===== config.mk =====
export PLATFORM = sky130hd
export DESIGN_NAME = drmt_ram
export DESIGN_NICKNAME = d
export VERILOG_FILES = /design/src/sv/dirty_rect_merge_table_top_assert.svh /design/src/sv/drmt_ram.sv
export SDC_FILE = /design/constraint.sdc
export NUM_CORES = 1
export LEC_CHECK = 0
export ABC_AREA = 1
export BUFFER_PORTS_ARGS = -buffer_cell sky130_fd_sc_hd__buf_2
export CORE_ASPECT_RATIO = 0.6
export CORE_UTILIZATION = 50
export CTS_BUF_LIST = sky130_fd_sc_hd__clkbuf_8 sky130_fd_sc_hd__clkbuf_16
export DETAILED_ROUTE_END_ITERATION = 12
export PLACE_DENSITY = 0.67
export SKIP_CTS_REPAIR_TIMING = 1
export SYNTH_ARGS = -nofsm -noshare
export SYNTH_HDL_FRONTEND = slang
export SYNTH_SLANG_ARGS = --single-unit

===== constraint.sdc =====
create_clock -name clk_i -period 1.42 [get_ports clk_i]
set_input_delay 0.071 -clock clk_i [delete_from_list [all_inputs] [get_ports clk_i]]
set_output_delay 0.071 -clock clk_i [all_outputs]
set_load 0.03 [all_outputs]

===== src/sv/dirty_rect_merge_table_top_assert.svh =====
// Assertion macros for the dirty rectangle merge table.
// Used by dirty_rect_merge_table_top only.
`ifndef DIRTY_RECT_MERGE_TABLE_TOP_ASSERT_SVH
`define DIRTY_RECT_MERGE_TABLE_TOP_ASSERT_SVH
`define DRMT_ASSERT_IMPL(lbl, ant, con) \
  lbl: assert property (@(posedge clk_i) disable iff (!rst_ni) (ant) |-> (con)) \
    else $error("drmt check failed");
`define DRMT_ASSERT_NEXT(lbl, ant, con) \
  lbl: assert property (@(posedge clk_i) disable iff (!rst_ni) (ant) |=> (con)) \
    else $error("drmt check failed");
`endif


===== src/sv/drmt_ram.sv =====
// Generic single-port-write, one-read RAM with registered read.
// No dependencies.
module drmt_ram #(
  parameter int unsigned Width = 8,
  parameter int unsigned Depth = 16
) (
  input  logic                     clk_i,
  input  logic                     we_i,
  input  logic [$clog2(Depth)-1:0] waddr_i,
  input  logic [Width-1:0]         wdata_i,
  input  logic [$clog2(Depth)-1:0] raddr_i,
  output logic [Width-1:0]         rdata_o
);
  logic [Width-1:0] mem_q [Depth];

  always_ff @(posedge clk_i) begin
    if (we_i) mem_q[waddr_i] <= wdata_i;
    rdata_o <= mem_q[raddr_i];
  end
endmodule


======== Word level (Yosys, flattened, before mapping) ========
Memory sizes are Yosys's and may differ from the RTL's. A register that Yosys moved wholly into a read port is not among the register bits.
Index checks and enable logic that the tools add are counted.
operators by class
  multiplexer cells ....................... 2
operator list
  cell    count
  $mux 1  2
storage, ports and cells
  bits in writable memories ............... 128
  register bits after elaboration ......... 0
  output and inout bits ................... 8
  memories kept ........................... 1
  logic and storage cells ................. 3
  input port bits ......................... 18
memory list
  memory  depth  width  read ports  clocked after Yosys merged registers in  write ports  RTL line        text
  mem_q   16     8      1           1                                        1            drmt_ram.sv:14  logic [Width-1:0] mem_q [Depth];

======== Logic depth before layout (Yosys ltp) ========
  word-level depth ........................ 2
  mapped depth ............................ 8
  mapped depth without buffers ............ 7

======== Worst setup path after synthesis ========
Ideal clock, no wire load.
  path type ............................... input to register
  start point ............................. in waddr_i[2]
  end point ............................... mem mem_q[10][0], enable pin
  setup time .............................. 370 ps
  required time ........................... 1050 ps
  stages .................................. 2
  data arrival time ....................... 652 ps
  path slack .............................. 398 ps
  path buffers ............................ 0
  path through ............................ nand3b_1 > nor2_1
RTL lines
  item         RTL line        text
  from (decl)  drmt_ram.sv:9   input logic [$clog2(Depth)-1:0] waddr_i,
  to (decl)    drmt_ram.sv:14
Straight into the memory's write port.

======== Worst setup path in the final report ========
  start point ............................. reg rdata_o[3], read port of mem_q
  end point ............................... out rdata_o[3]
RTL lines
  item         RTL line        text
  from (decl)  drmt_ram.sv:12  output logic [Width-1:0] rdata_o
No word-level cell between the ends.

==> results.py <==
metrics = {
    "timing": {
        "final_period_minus_worst_setup_slack_ns": 1.054,
        "grt_setup_unrepaired": "false",
        "setup-violations-final": 0,
        "max_freq_mhz": 948.4,
        "worstMarginPinSlew_ns": 0.3943,
        "slew_violations": 0,
        "relSlewSlack": 0.7371,
        "final.setup_skew_ns": 0.006604,
        "tns_ns": 0,
        "min_period_over_period": 0.7426,
        "finalHoldViolations": 0,
    },
    "drt": {
        "routedWlPerCell_um": 17.22,
        "route.detailed.vias_per_inst": 5.195,
        "drtAntennaViolNets": 0,
        "routed_via_count": 3886,
        "drtPass1Iterations": 5,
        "drt_first_iter_violations": 347,
        "routed_wire_length_um": 12880,
        "drcViolationCount": 0,
    },
    "layout": {
        "fin_cells": 748,
        "syn2layout_area_growth_pct": 16.49,
        "drive_gt1_frac": 0.1332,
        "most_common_cell_after_layout_fill_and_taps_aside": "sky130_fd_sc_hd__nand2_1",
        "mostFrequentLayoutCells": "sky130_fd_sc_hd__nand2_1, sky130_fd_sc_hd__edfxtp_1, sky130_fd_sc_hd__inv_1",
        "finish.net_count": 613,
    },
    "place": {
        "global_placer_s_final_weighted_congestion": 0.8060,
        "placement.io_buffers": 25,
        "dp.final_hpwl_um": 8078,
        "place_inst": 715,
    },
    "setup_path": {
        "reg2regPathDepth": 6,
        "cp-end-kind": "primary output",
        "worstPathBufferInverterCount": 1,
        "critPathRequiredTime_ns": 1.35,
        "crit_path_start_kind": "flip-flop",
        "critical-path-slowest-cell": "sky130_fd_sc_hd__dfxtp_1",
        "timing.critical_path.cells": "buf_2",
        "reg2reg_setup_slack_ns": 0.41,
        "worst-setup-path-type": "reg2out",
        "critPathTopFamily": "flip-flops",
        "critical_path_arrival_ns": 0.98,
        "path_max_fanout": 1,
        "rr_endpoint": "rdata_o[2]",
        "worst_reg2reg_path_startpoint": "mem_q[1][2]",
        "timing.critical_path.slowest_cell_delay_ns": 0.35,
    },
    "power_and_ir_drop": {
        "p_per_area_nw_per_um2": 1407,
        "netSwitchingPower_w": 0.002058,
        "power.internal_w": 0.007390,
        "clockPowerShare": 0.459,
        "p_seq_frac": 0.478,
        "vdd_drop_max_mv": 0.9105,
        "sw_frac": 0.2179,
        "pwr-share-comb": 0.063,
        "total_leakage_power_nw": 2.934,
    },
    "clock_network": {
        "clock_insertion_delay_worst_skew_ns": 0.41,
        "cts.path.max_buffers": 2,
        "clk_pin_slew_worst_paths_ns": 0.06,
        "tritoncts_num_sinks": 136,
        "cts-buffers-inserted": 17,
        "cts-htree-levels": 4,
        "tritoncts": "yes",
        "cts_root_buf": "sky130_fd_sc_hd__clkbuf_16",
    },
    "run": {
        "max-cap-violations": 0,
    },
    "die": {
        "row_count": 29,
        "design.portCount": 26,
        "initial_core_util": 0.5298,
        "die_width_um": 140.6,
        "die_height_um": 85.19,
        "floorplan.die_area_um2": 11980,
        "core_area_um2": 10890,
    },
    "logic_synthesis": {
        "netlist_area_um2": 5767,
        "synth_top_family_by_area": "simple AND/OR/NAND/NOR gates",
        "count_of_mapped_cells_out_of_synthesis": 551,
        "synth.ff_latch_count": 136,
        "synth.distinct_cells": 12,
        "yosysSeqAreaShare": 0.6943,
        "synth_compound_area_frac": 0,
        "synth_simple_gate_area_frac": 0.2105,
        "postSynthAreaPerCell_um2": 10.47,
        "post_synth_fa_ha_maj_area_fraction": 0,
        "yosys-mux-area-fraction": 0,
        "synthesized_area_fraction_occupied_by_xor_and_xnor_cells": 0,
        "synth_fp_nets": 569,
        "ys.warnings.count": 0,
    },
    "run_status": {
        "status": "finished, final reports clean",
    },
    "grt": {
        "grt_first_pass_wirelength_um": 20180,
        "vias_in_the_first_global_route": 3751,
        "grt.overflow.total": 0,
        "track_usage": 0.2343,
        "maximum_number_of_pins_on_one_net_before_global_route_repair": 47,
        "antenna_found_initial": 1,
    },
    "hold_path": {
        "worst_hold_path_type": "in2reg",
        "holdPathEnd": "rdata_o[3]",
        "hold-path-cell-count": 3,
        "hold_path_startpoint": "raddr_i[3]",
    },
}
==> cell families (layout without fill, tap and decap cells) <==
group / Yosys count / count (layout)
simple gates: 289 / 289
other cells: 0 / 1
buf+inv: 126 / 183
flops: 136 / 136
==> power groups by stage <==
| stage | registers (W) | clock network [W] | logic, W |
|---|---|---|---|
| 6_report | 0.00452 | 0.00433 | 0.000600 |
| 5_1_grt | 0.00452 | 0.00455 | 0.000659 |
| 4_1_cts | 0.00452 | 0.00436 | 0.000602 |
| 3_5_place_dp | 0.00460 | 0 | 0.000594 |
| 3_3_place_gp | 0.00460 | 0 | 0.000584 |
| 2_1_floorplan | 0.00465 | 0 | 0.000317 |
==> worst max path at each step <==
stage                              end  cells past startpoint  slack, ns   startpoint
after global routing        rdata_o[2]                      6       0.35  mem_q[1][2]
final                       rdata_o[3]                      1       0.37   rdata_o[3]
after detailed placement   mem_q[5][4]                      4       0.34   waddr_i[3]
after floorplan           mem_q[10][0]                      2       0.40   waddr_i[2]
after global placement      rdata_o[2]                      6       0.36   raddr_i[1]
after CTS                   rdata_o[3]                      1       0.35   rdata_o[3]
==> metal layers <==
layer  vias up  part of all wire  global-route usage
li1       1861                 -                   -
met1      1872              0.49              0.3396
met2       135              0.43              0.3451
met3        18             0.059             0.06038
met4         0             0.016             0.08202
met5         -                 0                   0
==> through the flow <==
step / power, W / hold slack (ns) / area [um2] / worst slack [ns] / util
floorplan: 0.004962 / 0.1699 / 5767 / 0.3982 / -
global placement: 0.005183 / 0.4559 / 6130 / 0.3581 / 0.5631
detailed placement: 0.005194 / 0.4571 / 6130 / 0.3398 / 0.5631
CTS: 0.009478 / 0.02598 / 6715 / 0.3492 / 0.6169
global route: 0.009730 / 0.04573 / 6715 / 0.3458 / 0.6169
finish: 0.009449 / 0.04136 / 6718 / 0.3656 / 0.6171
==> registers in the layout, indices dropped and copies added (netlist names) <==
name,flops
mem_q,128
rdata_o,8
==> Yosys cell counts (all sizes together) <==
| library cell | n | area share |
|---|---|---|
| buf | 24 | 0.029 |
| dfxtp | 8 | 0.028 |
| edfxtp | 128 | 0.67 |
| inv | 102 | 0.066 |
| nand2 | 173 | 0.11 |
| nand3 | 97 | 0.084 |
| nand3b | 2 | 0.0026 |
| nor2 | 17 | 0.011 |
==> final cells by class <==
type                    instances  area, um2
clock buffers                  17      425.4
fillers                       860       4168
inverters                     102      382.9
multi-input cells             289       1214
well taps                     139      173.9
flip-flops and latches        136       4004
diodes                          1      2.502
clock inverters                15      160.2
repair buffers                 49      355.3
No activity file was read; power rests on OpenSTA's default activity.
